**config.mk**
```make
export PLATFORM = sky130hd
export DESIGN_NAME = character_lcd_bus_controller
export DESIGN_NICKNAME = d
export VERILOG_FILES = /design/src/rtl/clbc_pkg.sv /design/src/rtl/character_lcd_bus_controller.sv /design/src/rtl/clbc_front.sv /design/src/rtl/clbc_queue.sv /design/src/rtl/clbc_back.sv
export SDC_FILE = /design/constraint.sdc
export NUM_CORES = 1
export LEC_CHECK = 0
export ABC_AREA = 1
export BUFFER_PORTS_ARGS = -buffer_cell sky130_fd_sc_hd__buf_2
export CAP_MARGIN = 20
export CORE_MARGIN = 2
export CORE_UTILIZATION = 50
export CTS_BUF_LIST = sky130_fd_sc_hd__clkbuf_8 sky130_fd_sc_hd__clkbuf_16
export DETAILED_ROUTE_END_ITERATION = 10
export PLACE_DENSITY_LB_ADDON = 0.12
export SLEW_MARGIN = 20
export SYNTH_ARGS = -nofsm -noshare
export SYNTH_HDL_FRONTEND = slang
export SYNTH_HIERARCHICAL = 1
export SYNTH_SLANG_ARGS = --single-unit
```
**constraint.sdc**
```tcl
create_clock -name clk -period 8.7 [get_ports clk]
set_clock_uncertainty 0.15 [all_clocks]
set_input_delay 1.74 -clock clk [delete_from_list [all_inputs] [get_ports clk]]
set_output_delay 1.74 -clock clk [all_outputs]
set_load 0.03 [all_outputs]
```
**src/rtl/clbc_pkg.sv**
```systemverilog
// Shared types, codes and helpers for the character LCD bus controller.
package clbc_pkg;

  localparam int COUNT_WIDTH_DEF = 10;
  localparam int CFG_DATA_W      = 10;
  localparam int CFG_IDX_W       = 3;
  localparam int QUEUE_DEPTH     = 2;

  // configuration register indexes
  localparam logic [CFG_IDX_W-1:0] REG_FOUR_BIT    = 3'd0;
  localparam logic [CFG_IDX_W-1:0] REG_SETUP       = 3'd1;
  localparam logic [CFG_IDX_W-1:0] REG_ENABLE_HIGH = 3'd2;
  localparam logic [CFG_IDX_W-1:0] REG_ENABLE_LOW  = 3'd3;
  localparam logic [CFG_IDX_W-1:0] REG_ADDR_INCR   = 3'd4;

  localparam logic [CFG_DATA_W-1:0] SETUP_RST       = 10'd3;
  localparam logic [CFG_DATA_W-1:0] ENABLE_HIGH_RST = 10'd23;
  localparam logic [CFG_DATA_W-1:0] ENABLE_LOW_RST  = 10'd28;
  localparam logic [CFG_DATA_W-1:0] ADDR_INCR_RST   = 10'd200;

  // request modes
  localparam logic [3:0] MODE_TICK    = 4'd0;
  localparam logic [3:0] MODE_CLEAR   = 4'd1;
  localparam logic [3:0] MODE_HOME    = 4'd2;
  localparam logic [3:0] MODE_ENTRY   = 4'd3;
  localparam logic [3:0] MODE_ONOFF   = 4'd4;
  localparam logic [3:0] MODE_SHIFT   = 4'd5;
  localparam logic [3:0] MODE_FUNCSET = 4'd6;
  localparam logic [3:0] MODE_CGADDR  = 4'd7;
  localparam logic [3:0] MODE_DDADDR  = 4'd8;
  localparam logic [3:0] MODE_WRDATA  = 4'd9;
  localparam logic [3:0] MODE_RDADDR  = 4'd10;
  localparam logic [3:0] MODE_RDDATA  = 4'd11;
  localparam logic [3:0] MODE_RAW     = 4'd12;

  typedef struct packed {
    logic       start;    // item carries a request
    logic [3:0] kind;
    logic [7:0] pbyte;    // instruction or data byte to put on the bus
    logic       polling;  // request polls busy first
    logic [7:0] bus;      // sampled LCD pins this tick
  } req_t;

  typedef struct packed {
    logic                  four_bit;
    logic [CFG_DATA_W-1:0] setup;
    logic [CFG_DATA_W-1:0] enable_high;
    logic [CFG_DATA_W-1:0] enable_low;
    logic [CFG_DATA_W-1:0] addr_incr;
  } cfg_t;

  function automatic logic [7:0] form_byte(input logic [3:0] kind, input logic [7:0] b);
    logic [7:0] r;
    r = 8'h00;
    case (kind)
      MODE_CLEAR:   r = 8'h01;
      MODE_HOME:    r = 8'h02;
      MODE_ENTRY:   r = 8'h04 | (b & 8'h03);
      MODE_ONOFF:   r = 8'h08 | (b & 8'h07);
      MODE_SHIFT:   r = 8'h10 | (b & 8'h0c);
      MODE_FUNCSET: r = 8'h20 | (b & 8'h1c);
      MODE_CGADDR:  r = 8'h40 | (b & 8'h3f);
      MODE_DDADDR:  r = 8'h80 | (b & 8'h7f);
      MODE_WRDATA,
      MODE_RAW:     r = b;
      default:      r = 8'h00;
    endcase
    return r;
  endfunction

endpackage

```
**src/rtl/character_lcd_bus_controller.sv**
```systemverilog
// Top level of the character LCD bus controller: config registers and front/queue/back.
//
//  channel | direction | handshake            | payload
//  --------+-----------+----------------------+------------------------------------------
//  in_     | slave     | in_tvalid/in_tready  | tuser: mode; tdata: req_byte, bus_in
//  out_    | master    | out_tvalid/tready    | tuser: read_valid; tdata: pins + read_byte
//  cfg_    | slave     | cfg_valid/cfg_ready  | cfg_index, cfg_data (10 bits)
//
// One item is one time-base tick; the block takes one item per clock while the queue has room
// and returns one result per item. An accepted item is decoded, held in the two-entry queue
// and then popped by the sequencer step that loads the output register.
// Reset is synchronous, active low, and restores the default timing registers.
// An output stall backs up the queue; in_tready drops only when both entries are full.
// Configuration writes are always taken (cfg_ready is high).
module character_lcd_bus_controller #(
  parameter int COUNT_WIDTH = clbc_pkg::COUNT_WIDTH_DEF
) (
  input  logic        clk,
  input  logic        rst_n,
  // input items
  input  logic        in_tvalid,
  output logic        in_tready,
  input  logic [15:0] in_tdata,   // [7:0] req_byte, [15:8] bus_in
  input  logic [3:0]  in_tuser,   // [3:0] mode
  // result items
  output logic        out_tvalid,
  input  logic        out_tready,
  output logic [23:0] out_tdata,  // [0] ready_res, [1] pin_rs, [2] pin_rw, [3] pin_e,
                                  // [11:4] bus_out, [12] bus_drive, [20:13] read_byte
  output logic        out_tuser,  // [0] read_valid
  // configuration writes
  input  logic        cfg_valid,
  output logic        cfg_ready,
  input  logic [clbc_pkg::CFG_IDX_W-1:0]  cfg_index,
  input  logic [clbc_pkg::CFG_DATA_W-1:0] cfg_data
);

  clbc_pkg::cfg_t cfg_r, cfg_nxt;
  clbc_pkg::req_t front_req;
  clbc_pkg::req_t q_req;
  logic           q_not_full, q_not_empty, q_pop;
  logic           push;

  assign cfg_ready = 1'b1;
  assign in_tready = q_not_full;
  assign push      = in_tvalid && q_not_full;

  // register file; writes to unused indexes are dropped
  always_comb begin
    cfg_nxt = cfg_r;
    if (cfg_valid) begin
      case (cfg_index)
        clbc_pkg::REG_FOUR_BIT:    cfg_nxt.four_bit    = cfg_data[0];
        clbc_pkg::REG_SETUP:       cfg_nxt.setup       = cfg_data;
        clbc_pkg::REG_ENABLE_HIGH: cfg_nxt.enable_high = cfg_data;
        clbc_pkg::REG_ENABLE_LOW:  cfg_nxt.enable_low  = cfg_data;
        clbc_pkg::REG_ADDR_INCR:   cfg_nxt.addr_incr   = cfg_data;
        default: ;
      endcase
    end
  end

  always_ff @(posedge clk) begin
    if (!rst_n) begin
      cfg_r.four_bit    <= 1'b0;
      cfg_r.setup       <= clbc_pkg::SETUP_RST;
      cfg_r.enable_high <= clbc_pkg::ENABLE_HIGH_RST;
      cfg_r.enable_low  <= clbc_pkg::ENABLE_LOW_RST;
      cfg_r.addr_incr   <= clbc_pkg::ADDR_INCR_RST;
    end else begin
      cfg_r <= cfg_nxt;
    end
  end

  // front: decode mode and form the instruction byte
  clbc_front u_front (
    .mode     (in_tuser),
    .req_byte (in_tdata[7:0]),
    .bus_in   (in_tdata[15:8]),
    .req      (front_req)
  );

  // decouples the accept side from the sequencer and the output stall
  clbc_queue u_queue (
    .clk       (clk),
    .rst_n     (rst_n),
    .push      (push),
    .push_data (front_req),
    .not_full  (q_not_full),
    .pop       (q_pop),
    .not_empty (q_not_empty),
    .pop_data  (q_req)
  );

  // back: phase sequencer (setup, E high, E low, address-increment wait)
  clbc_back #(
    .COUNT_WIDTH (COUNT_WIDTH)
  ) u_back (
    .clk       (clk),
    .rst_n     (rst_n),
    .cfg       (cfg_r),
    .q_valid   (q_not_empty),
    .q_req     (q_req),
    .q_pop     (q_pop),
    .out_valid (out_tvalid),
    .out_ready (out_tready),
    .out_data  (out_tdata),
    .out_flag  (out_tuser)
  );

endmodule

```
**src/rtl/clbc_front.sv**
```systemverilog
// Front end: decodes an incoming tick item into a request descriptor.
module clbc_front (
  input  logic [3:0]    mode,
  input  logic [7:0]    req_byte,
  input  logic [7:0]    bus_in,
  output clbc_pkg::req_t req
);

  always_comb begin
    req.start   = (mode >= clbc_pkg::MODE_CLEAR) && (mode <= clbc_pkg::MODE_RAW);
    req.kind    = mode;
    req.pbyte   = clbc_pkg::form_byte(mode, req_byte);
    // raw instructions and address reads skip the busy poll
    req.polling = !((mode == clbc_pkg::MODE_RDADDR) || (mode == clbc_pkg::MODE_RAW));
    req.bus     = bus_in;
  end

endmodule

```
**src/rtl/clbc_queue.sv**
```systemverilog
// Short FIFO of decoded items between front and back.
module clbc_queue (
  input  logic           clk,
  input  logic           rst_n,
  input  logic           push,
  input  clbc_pkg::req_t push_data,
  output logic           not_full,
  input  logic           pop,
  output logic           not_empty,
  output clbc_pkg::req_t pop_data
);

  localparam int PTR_W = $clog2(clbc_pkg::QUEUE_DEPTH);
  localparam int CNT_W = $clog2(clbc_pkg::QUEUE_DEPTH + 1);

  clbc_pkg::req_t   mem_r [clbc_pkg::QUEUE_DEPTH];
  logic [PTR_W-1:0] wr_ptr_r, wr_ptr_nxt;
  logic [PTR_W-1:0] rd_ptr_r, rd_ptr_nxt;
  logic [CNT_W-1:0] count_r,  count_nxt;

  assign not_full  = (count_r != CNT_W'(clbc_pkg::QUEUE_DEPTH));
  assign not_empty = (count_r != '0);
  assign pop_data  = mem_r[rd_ptr_r];

  always_comb begin
    wr_ptr_nxt = wr_ptr_r;
    rd_ptr_nxt = rd_ptr_r;
    count_nxt  = count_r;
    if (push) begin
      wr_ptr_nxt = (wr_ptr_r == PTR_W'(clbc_pkg::QUEUE_DEPTH - 1)) ? '0 : wr_ptr_r + 1'b1;
    end
    if (pop) begin
      rd_ptr_nxt = (rd_ptr_r == PTR_W'(clbc_pkg::QUEUE_DEPTH - 1)) ? '0 : rd_ptr_r + 1'b1;
    end
    if (push && !pop) begin
      count_nxt = count_r + 1'b1;
    end else if (pop && !push) begin
      count_nxt = count_r - 1'b1;
    end
  end

  always_ff @(posedge clk) begin
    if (!rst_n) begin
      wr_ptr_r <= '0;
      rd_ptr_r <= '0;
      count_r  <= '0;
    end else begin
      wr_ptr_r <= wr_ptr_nxt;
      rd_ptr_r <= rd_ptr_nxt;
      count_r  <= count_nxt;
    end
  end

  always_ff @(posedge clk) begin
    if (push) begin
      mem_r[wr_ptr_r] <= push_data;
    end
  end

endmodule

```
**src/rtl/clbc_back.sv**
```systemverilog
// Back end: bus-cycle sequencer advanced one tick per item, plus output register.
module clbc_back #(
  parameter int COUNT_WIDTH = clbc_pkg::COUNT_WIDTH_DEF
) (
  input  logic           clk,
  input  logic           rst_n,
  input  clbc_pkg::cfg_t cfg,
  input  logic           q_valid,
  input  clbc_pkg::req_t q_req,
  output logic           q_pop,
  output logic           out_valid,
  input  logic           out_ready,
  output logic [23:0]    out_data,
  output logic           out_flag
);

  localparam int CW    = COUNT_WIDTH;
  localparam int CMP_W = (CW > clbc_pkg::CFG_DATA_W) ? CW : clbc_pkg::CFG_DATA_W;
  localparam logic [CMP_W-1:0] CNT_MAX_EXT = CMP_W'((32'd1 << CW) - 32'd1);

  localparam logic [2:0] PH_IDLE  = 3'd0;
  localparam logic [2:0] PH_SETUP = 3'd1;
  localparam logic [2:0] PH_HIGH  = 3'd2;
  localparam logic [2:0] PH_LOW   = 3'd3;
  localparam logic [2:0] PH_WAIT  = 3'd4;

  function automatic logic [CW-1:0] sat(input logic [clbc_pkg::CFG_DATA_W-1:0] v);
    logic [CMP_W-1:0] ve;
    ve = CMP_W'(v);
    if (ve > CNT_MAX_EXT) ve = CNT_MAX_EXT;
    return CW'(ve);
  endfunction

  logic [2:0]    phase_r,  phase_nxt;
  logic [CW-1:0] tick_r,   tick_nxt;
  logic [3:0]    kind_r,   kind_nxt;
  logic [7:0]    pbyte_r,  pbyte_nxt;
  logic          second_r, second_nxt;
  logic [7:0]    accum_r,  accum_nxt;
  logic          poll_r,   poll_nxt;

  logic          out_valid_r;
  logic [23:0]   out_data_r, out_data_nxt;
  logic          out_flag_r, out_flag_nxt;

  logic [CW-1:0] d_setup, d_high, d_low, d_incr;
  logic [2:0]    cyc_phase;
  logic          rd_now, rd_new, active, rs, rw, pe, drive, rvalid;
  logic [7:0]    bout, rbyte;

  assign q_pop     = q_valid && (!out_valid_r || out_ready);
  assign out_valid = out_valid_r;
  assign out_data  = out_data_r;
  assign out_flag  = out_flag_r;

  always_comb begin
    d_setup = sat(cfg.setup);
    d_high  = sat((cfg.enable_high == '0) ? 10'd1 : cfg.enable_high);
    d_low   = sat((cfg.enable_low == '0) ? 10'd1 : cfg.enable_low);
    d_incr  = sat(cfg.addr_incr);
    cyc_phase = (d_setup == '0) ? PH_HIGH : PH_SETUP;
    rd_now = poll_r || (kind_r == clbc_pkg::MODE_RDADDR) || (kind_r == clbc_pkg::MODE_RDDATA);

    phase_nxt  = phase_r;
    tick_nxt   = tick_r;
    kind_nxt   = kind_r;
    pbyte_nxt  = pbyte_r;
    second_nxt = second_r;
    accum_nxt  = accum_r;
    poll_nxt   = poll_r;
    rvalid     = 1'b0;
    rbyte      = 8'h00;

    case (phase_r)
      PH_IDLE: begin
        if (q_req.start) begin
          kind_nxt   = q_req.kind;
          pbyte_nxt  = q_req.pbyte;
          poll_nxt   = q_req.polling;
          accum_nxt  = 8'h00;
          second_nxt = 1'b0;
          phase_nxt  = cyc_phase;
          tick_nxt   = CW'(1);
        end
      end
      PH_SETUP: begin
        if (tick_r >= d_setup) begin
          phase_nxt = PH_HIGH;
          tick_nxt  = CW'(1);
        end else begin
          tick_nxt = tick_r + 1'b1;
        end
      end
      PH_HIGH: begin
        if (tick_r >= d_high) begin
          // bus sampled on the tick E falls
          if (rd_now) begin
            if (!cfg.four_bit) begin
              accum_nxt = q_req.bus;
            end else if (!second_r) begin
              accum_nxt = {q_req.bus[3:0], 4'h0};
            end else begin
              accum_nxt = {accum_r[7:4], q_req.bus[3:0]};
            end
          end
          phase_nxt = PH_LOW;
          tick_nxt  = CW'(1);
        end else begin
          tick_nxt = tick_r + 1'b1;
        end
      end
      PH_LOW: begin
        if (tick_r >= d_low) begin
          if (cfg.four_bit && !second_r) begin
            second_nxt = 1'b1;
            phase_nxt  = PH_HIGH;
            tick_nxt   = CW'(1);
          end else if (poll_r) begin
            if (accum_r[7]) begin
              // still busy: poll again
              second_nxt = 1'b0;
              phase_nxt  = cyc_phase;
              tick_nxt   = CW'(1);
            end else begin
              poll_nxt   = 1'b0;
              second_nxt = 1'b0;
              tick_nxt   = CW'(1);
              if (((kind_r == clbc_pkg::MODE_WRDATA) || (kind_r == clbc_pkg::MODE_RDDATA))
                  && (d_incr != '0)) begin
                phase_nxt = PH_WAIT;
              end else begin
                phase_nxt = cyc_phase;
              end
            end
          end else begin
            if ((kind_r == clbc_pkg::MODE_RDADDR) || (kind_r == clbc_pkg::MODE_RDDATA)) begin
              rvalid = 1'b1;
              rbyte  = accum_r;
            end
            phase_nxt = PH_IDLE;
            tick_nxt  = '0;
          end
        end else begin
          tick_nxt = tick_r + 1'b1;
        end
      end
      PH_WAIT: begin
        if (tick_r >= d_incr) begin
          second_nxt = 1'b0;
          phase_nxt  = cyc_phase;
          tick_nxt   = CW'(1);
        end else begin
          tick_nxt = tick_r + 1'b1;
        end
      end
      default: begin
        phase_nxt = PH_IDLE;
        tick_nxt  = '0;
      end
    endcase

    // pin levels after this tick's update
    active = (phase_nxt == PH_SETUP) || (phase_nxt == PH_HIGH) || (phase_nxt == PH_LOW);
    rd_new = poll_nxt || (kind_nxt == clbc_pkg::MODE_RDADDR) ||
             (kind_nxt == clbc_pkg::MODE_RDDATA);
    rs     = active && !poll_nxt &&
             ((kind_nxt == clbc_pkg::MODE_WRDATA) || (kind_nxt == clbc_pkg::MODE_RDDATA));
    rw     = active && rd_new;
    pe     = (phase_nxt == PH_HIGH);
    drive  = !(active && rd_new);
    if (!active || rd_new) begin
      bout = 8'h00;
    end else if (!cfg.four_bit) begin
      bout = pbyte_nxt;
    end else if (second_nxt) begin
      bout = {4'h0, pbyte_nxt[3:0]};
    end else begin
      bout = {4'h0, pbyte_nxt[7:4]};
    end

    out_data_nxt = {3'b000, rbyte, drive, bout, pe, rw, rs, (phase_nxt == PH_IDLE)};
    out_flag_nxt = rvalid;
  end

  always_ff @(posedge clk) begin
    if (!rst_n) begin
      phase_r     <= PH_IDLE;
      tick_r      <= '0;
      kind_r      <= '0;
      pbyte_r     <= '0;
      second_r    <= 1'b0;
      accum_r     <= '0;
      poll_r      <= 1'b0;
      out_valid_r <= 1'b0;
    end else begin
      if (q_pop) begin
        phase_r  <= phase_nxt;
        tick_r   <= tick_nxt;
        kind_r   <= kind_nxt;
        pbyte_r  <= pbyte_nxt;
        second_r <= second_nxt;
        accum_r  <= accum_nxt;
        poll_r   <= poll_nxt;
      end
      if (q_pop) begin
        out_valid_r <= 1'b1;
      end else if (out_ready) begin
        out_valid_r <= 1'b0;
      end
    end
  end

  always_ff @(posedge clk) begin
    if (q_pop) begin
      out_data_r <= out_data_nxt;
      out_flag_r <= out_flag_nxt;
    end
  end

endmodule

```
# == Yosys cells after proc, flatten, opt, wreduce, memory -nomap -nowiden ==
# Memories as Yosys holds them, arrays and structs flattened. A register that Yosys moved wholly into a read port is not among the register bits.
# Cells that the tools add are included.
# classes
n_eq_ne,33
order_cmp,10
addsub,5
bitwise,3
n_mux,61
n_reduce_logical,52
# ops
op,n
10-bit two-way mux,12
8-bit one-hot mux with 9 select lines,1
8-bit two-way mux,8
10-bit one-hot mux with 5 select lines,1
4-bit == test (second input constant),10
10-bit >= comparator,4
10-bit > comparator (second input constant),4
10-bit logical NOT,3
3-bit two-way mux,9
1-bit two-way mux,20
3-bit by 2-bit == test with 1-bit output (second input constant),6
4-bit by 3-bit == test with 1-bit output (second input constant),4
8-bit one-hot mux with 2 select lines,1
3-bit one-hot mux with 5 select lines,1
1-bit logical OR,12
4-bit two-way mux,3
2-bit AND reduction,6
10-bit by 1-bit adder with 10-bit output (second input constant),1
1-bit logical AND,10
10-bit nonzero test,1
3-bit by 1-bit == test with 1-bit output (second input constant),3
3-bit logical NOT,3
4-bit by 2-bit == test with 1-bit output (second input constant),2
1-bit logical NOT,8
20 further kinds,31
# word_totals
mem_bits_rw,44
word_cells,186
in_bits,38
output_inout_bits,28
regBits,103
memories,1
# mem_list
memory,depth,word_bits,rd,rd_clocked_by_memory_dff,write_ports,line,text
u_queue.mem_r,2,22,1,1,1,clbc_queue.sv:16,clbc_pkg::req_t mem_r [clbc_pkg::QUEUE_DEPTH];

# == Longest topological paths before layout ==
# depth
ltp_word,15
ltp_mapped,17
depth_no_buf,17

# == Cells and area by module ==
# The synthesis kept the hierarchy.
# by_module_without_submodules
mod,seq_area_each_um2,area_per_inst_um2,cells_per_inst,n_inst
clbc_back,1381.3,4336.7,596,1
clbc_queue,1421.4,1819.2,103,1
character_lcd_bus_controller,820.8,1676.6,238,1
clbc_front,0.0,330.3,62,1

# == Worst setup path after synthesis ==
# Ideal clock, no wire load.
# synth_timing
kind,in2reg
from,input port out_tready
to,register u_queue.count_r[1]
arrival_ns,3.904
setup_ns,0.064
stages,11
slack_ns,4.582
required_ns,8.486
path_buffers,2
path_cell_list,inv_1 a21oi_1 clkbuf_1 clkbuf_1 inv_1 ha_1 inv_1 nand3_1 nand2_1 inv_1 nor2_1
# synth_via
elab_chain_len,5
word_cells_on_any_way,7
classes_between,1 x mux; 6 x reduce/logical
# synth_rtl
item,line,text
start: declaration,character_lcd_bus_controller.sv:27,"input logic out_tready,"
1-bit logical OR (*),clbc_back.sv:51,assign q_pop = q_valid && (!out_valid_r || out_ready);
1-bit logical AND (*),clbc_back.sv:51,
net q_pop,character_lcd_bus_controller.sv:41,"logic q_not_full, q_not_empty, q_pop;"
1-bit logical NOT,clbc_queue.sv:35,if (push && !pop) begin
1-bit logical AND,clbc_queue.sv:35,
2-bit two-way mux or 2-bit nonzero test (tied branches),-,
end signal: assignment,clbc_queue.sv:50,count_r <= count_nxt;
end: declaration,clbc_queue.sv:19,"logic [CNT_W-1:0] count_r, count_nxt;"
# Mark *: on every way through the listed nets, which the timed path passes. The rest lies on a longest branch.
# A chain may end at the register's enable or synchronous reset.

# == Worst setup path in the final report ==
# layout_timing
from,input port out_tready
to,register u_back.tick_r[6]
# layout_via
elab_chain_len,3
# layout_rtl
item,line,text
1-bit logical OR,clbc_back.sv:51,
1-bit logical AND,clbc_back.sv:51,
net q_pop,character_lcd_bus_controller.sv:41,
2-bit AND reduction (no line),-,
end signal: assignment,clbc_back.sv:198,tick_r <= tick_nxt;
end: declaration,clbc_back.sv:35,"logic [CW-1:0] tick_r, tick_nxt;"
# The timed path passes the listed nets, and every way through them passes these cells.

==> results.sh <==
export IMPL_path_clk_slew_ps=60
export IMPL_slew_viol_final=0
export IMPL_critPathKind="input pin to flip-flop"
export IMPL_grt_pass1_wl_um=30630
export IMPL_fmax_ghz=0.2712
export IMPL_ctsResizeCount=0
export IMPL_path_cells="buf_2 > inv_1 > a21oi_4 > buf_4 > nand2_2 > a21oi_2 > a21boi_1 > nand3_1 > a21oi_1"
export IMPL_grt_util_met3=0.04652
export IMPL_dieArea_um2=17360
export IMPL_vias=6419
export IMPL_relSlewSlack=0.3866
export IMPL_fin_crit_ps=3687
export IMPL_overflow=0
export IMPL_gp_congestion=0.9021
export IMPL_routedWlPerCell_um=14.39
export IMPL_synth_area_um2=8163
export IMPL_grt_most_used_layer="met1"
export IMPL_yosysTopAreaCell="edfxtp_1"
export IMPL_finalCritPeriodShare=0.4238
export IMPL_grtUsageTotal=0.2232
export IMPL_ys_seq_area_frac=0.4439
export IMPL_holdBufCountCts=0
export IMPL_postRouteAntennaNets=0
export IMPL_ir_drop_uv=150.2
export IMPL_cts_root_buf="clkbuf_16"
export IMPL_start_util=0.5120
export IMPL_rsz0062_at_grt="no"
export IMPL_ys_warn_count=6
export IMPL_critPathTopFamily="compound AO/OA/AOI/OAI gates"
export IMPL_setup_ws_ps=5013
export IMPL_syn_instance_count=999
export IMPL_critPathMaxStageDelay_ps=570
export IMPL_antenna_found_initial=0
export IMPL_status="completed"
export IMPL_fin_nets=1128
export IMPL_fill_cells=1482
export IMPL_final_cell_mix="nand2_1, inv_1, nor2_1, dfxtp_1, nand3_1"
export IMPL_hpwl_um=13450
export IMPL_synth_edf_count=66
export IMPL_io_buffers=61
export IMPL_drtIter0Drc=373
export IMPL_cp_end_kind="flip-flop"
export IMPL_ys_flop_type="dfxtp_1"
export IMPL_clock_sinks=148
export IMPL_required_ps=8900
export IMPL_htree_levels=4
export IMPL_synth_top_area_frac=0.2428
export IMPL_layout_commonest_cell="nand2_1"
export IMPL_wirelength_um=18380
export IMPL_cts_tree="done"
export IMPL_cts_buffers=17
export IMPL_total_power_w=0.002639
export IMPL_dr_pass1_iters=5
export IMPL_critPathMaxFanout=24
export IMPL_cts_buffer_depth=2
export IMPL_async_flop_share=0
export IMPL_cts_setup_buffers=0
export IMPL_num_rows=46
export IMPL_grt_pass1_vias=6002
export IMPL_power_leakage_nw=4.187
export IMPL_syn_avg_cell_area_um2=8.171
export IMPL_diodes=0
export IMPL_ys_seq_elements=148
export IMPL_fp_dieW_um=131.8
export IMPL_drive_gt1_frac=0.1781
export IMPL_use_met2=0.3176
export IMPL_synthTopCellsByArea="edfxtp_1, dfxtp_1, nand2_1, ha_1, inv_1"
export IMPL_tns_ps=0
export IMPL_crit_buf_inv=3
export IMPL_dp_slack_ps=4562
export IMPL_grtUsageMet1=0.3377
export IMPL_final_cells=1277
export IMPL_power_density_nw_per_um2=289.3
export IMPL_finalHoldViolCount=0
export IMPL_worstPathArrival_ps=3880
export IMPL_start_kind="input pin"
export IMPL_dp_cells=1245
export IMPL_grt_max_degree=60
export IMPL_max_cap_viol_count=0
export IMPL_drc=0
export IMPL_die_h_um=131.8
export IMPL_syn_to_final_growth_pct=11.74
export IMPL_min_path_type="flip-flop to flip-flop"
export IMPL_yosysUniqueCellTypes=51
export IMPL_slowest_stage="a21oi_4"
export IMPL_vias_per_cell=5.027
export IMPL_setup_violations=0
export IMPL_io_pins=66
export IMPL_core_um2=15940
export IMPL_tightest_slew_ps=919.1
export IMPL_worstSkewPairLatency_ps=430
-- metrics by stage --
step	hold slack, ps	area (µm²)	utilization
finish	310.1	9121	0.5721
global route	347.4	9121	0.5721
CTS	310.1	9121	0.5721
detailed placement	302.1	8551	0.5363
global placement	298.6	8546	0.5360
floorplan	280.1	8170	-
-- final timing paths --
path / startpoint / to / slack (ps) / cells past startpoint
setup reg to reg: cfg_r[12]$_SDFFE_PN1P_ / u_back/out_data[7]$_SDFFCE_PP0P_ / 5840 / 13
hold / removal: u_back/accum_r[2]$_SDFFE_PN0P_ / u_back/accum_r[2]$_SDFFE_PN0P_ / 310 / 2
setup / recovery: out_tready / u_back/tick_r[6]$_SDFFE_PN0P_ / 5010 / 9
hold reg to reg: u_back/accum_r[2]$_SDFFE_PN0P_ / u_back/accum_r[2]$_SDFFE_PN0P_ / 310 / 2
-- where the power goes --
| part | switching, W | leakage (nW) | total, W | internal, W |
|---|---|---|---|---|
| Combinational | 0.000660 | 2.61 | 0.000963 | 0.000304 |
| Clock | 0.000309 | 0.278 | 0.000710 | 0.000401 |
| Sequential | 0.0000625 | 1.30 | 0.000965 | 0.000903 |
| Total | 0.00103 | 4.19 | 0.00264 | 0.00161 |
-- final cells by class --
cell class | count | area, µm² | share of cell area
clock buffer | 17 | 425.4 | 0.04664
clock inverter | 15 | 145.1 | 0.01591
inverter | 155 | 581.8 | 0.06379
multi-input combinational | 662 | 3747 | 0.4108
sequential | 148 | 3623 | 0.3973
tap | 216 | 270.3 | 0.02963
timing repair buffer | 64 | 327.8 | 0.03594
-- kinds of logic (layout without fill, tap and decap cells) --
group | after synthesis | in the layout | share of synthesized area
multiplexers | 27 | 27 | 0.03694
AND/OR/NAND/NOR | 477 | 477 | 0.2702
other | 2 | 4 | 0.0009200
XOR/XNOR | 7 | 7 | 0.007511
AO/OA/AOI/OAI | 105 | 105 | 0.07588
adder cells (fa/ha/maj) | 42 | 42 | 0.06438
buffers and inverters | 191 | 251 | 0.1002
flip-flops | 148 | 148 | 0.4439
-- state kept, by name (all words and copies together) (netlist names), named ones only --
signal and count:
u_back/out_data 21, u_back/out_flag 1, u_queue/count_r 2, u_queue/mem_r 44, u_back/poll_r 1, u_back/phase_r 3
cfg_r 41, u_back/accum_r 8, u_back/kind_r 4, u_queue/wr_ptr_r 1, u_back/tick_r 10, u_queue/rd_ptr_r 1
u_back/pbyte_r 8, u_back/second_r 1, u_back/out_valid 1
-- worst register-to-register path, stage by stage (launching register included) --
cell and delay (ps):
dfxtp_1 320, nor4_1 400, a31o_2 220, ha_1 220, inv_1 50, nand2_1 40, nand2_1 50, nand2_1 50
nand3_1 140, nand3_1 210, nand3_1 150, nand3_1 230, o21ai_0 290, nor2_1 70
-- metal layers --
layer | wire (µm) | vias up
met3 | 1068 | 24
met5 | 0 | -
li1 | - | 3319
met1 | 9407 | 2902
met2 | 7593 | 174
met4 | 308 | 0
-- synthesized netlist by cell type (all sizes together) (2+ instances only) --
master	n
nand2	216
inv	154
nor2	154
dfxtp	82
nand3	82
edfxtp	66
a21oi	44
ha	42
o21ai	39
buf	25
mux2	22
clkbuf	11
nand4	10
o211ai	10
mux2i	5
nor4	5
nand3b	4
nor3	4
xor2	4
a21o	3
xnor2	3
a31o	2
conb	2
o21bai	2
No activity file was read; power rests on OpenSTA's default activity.
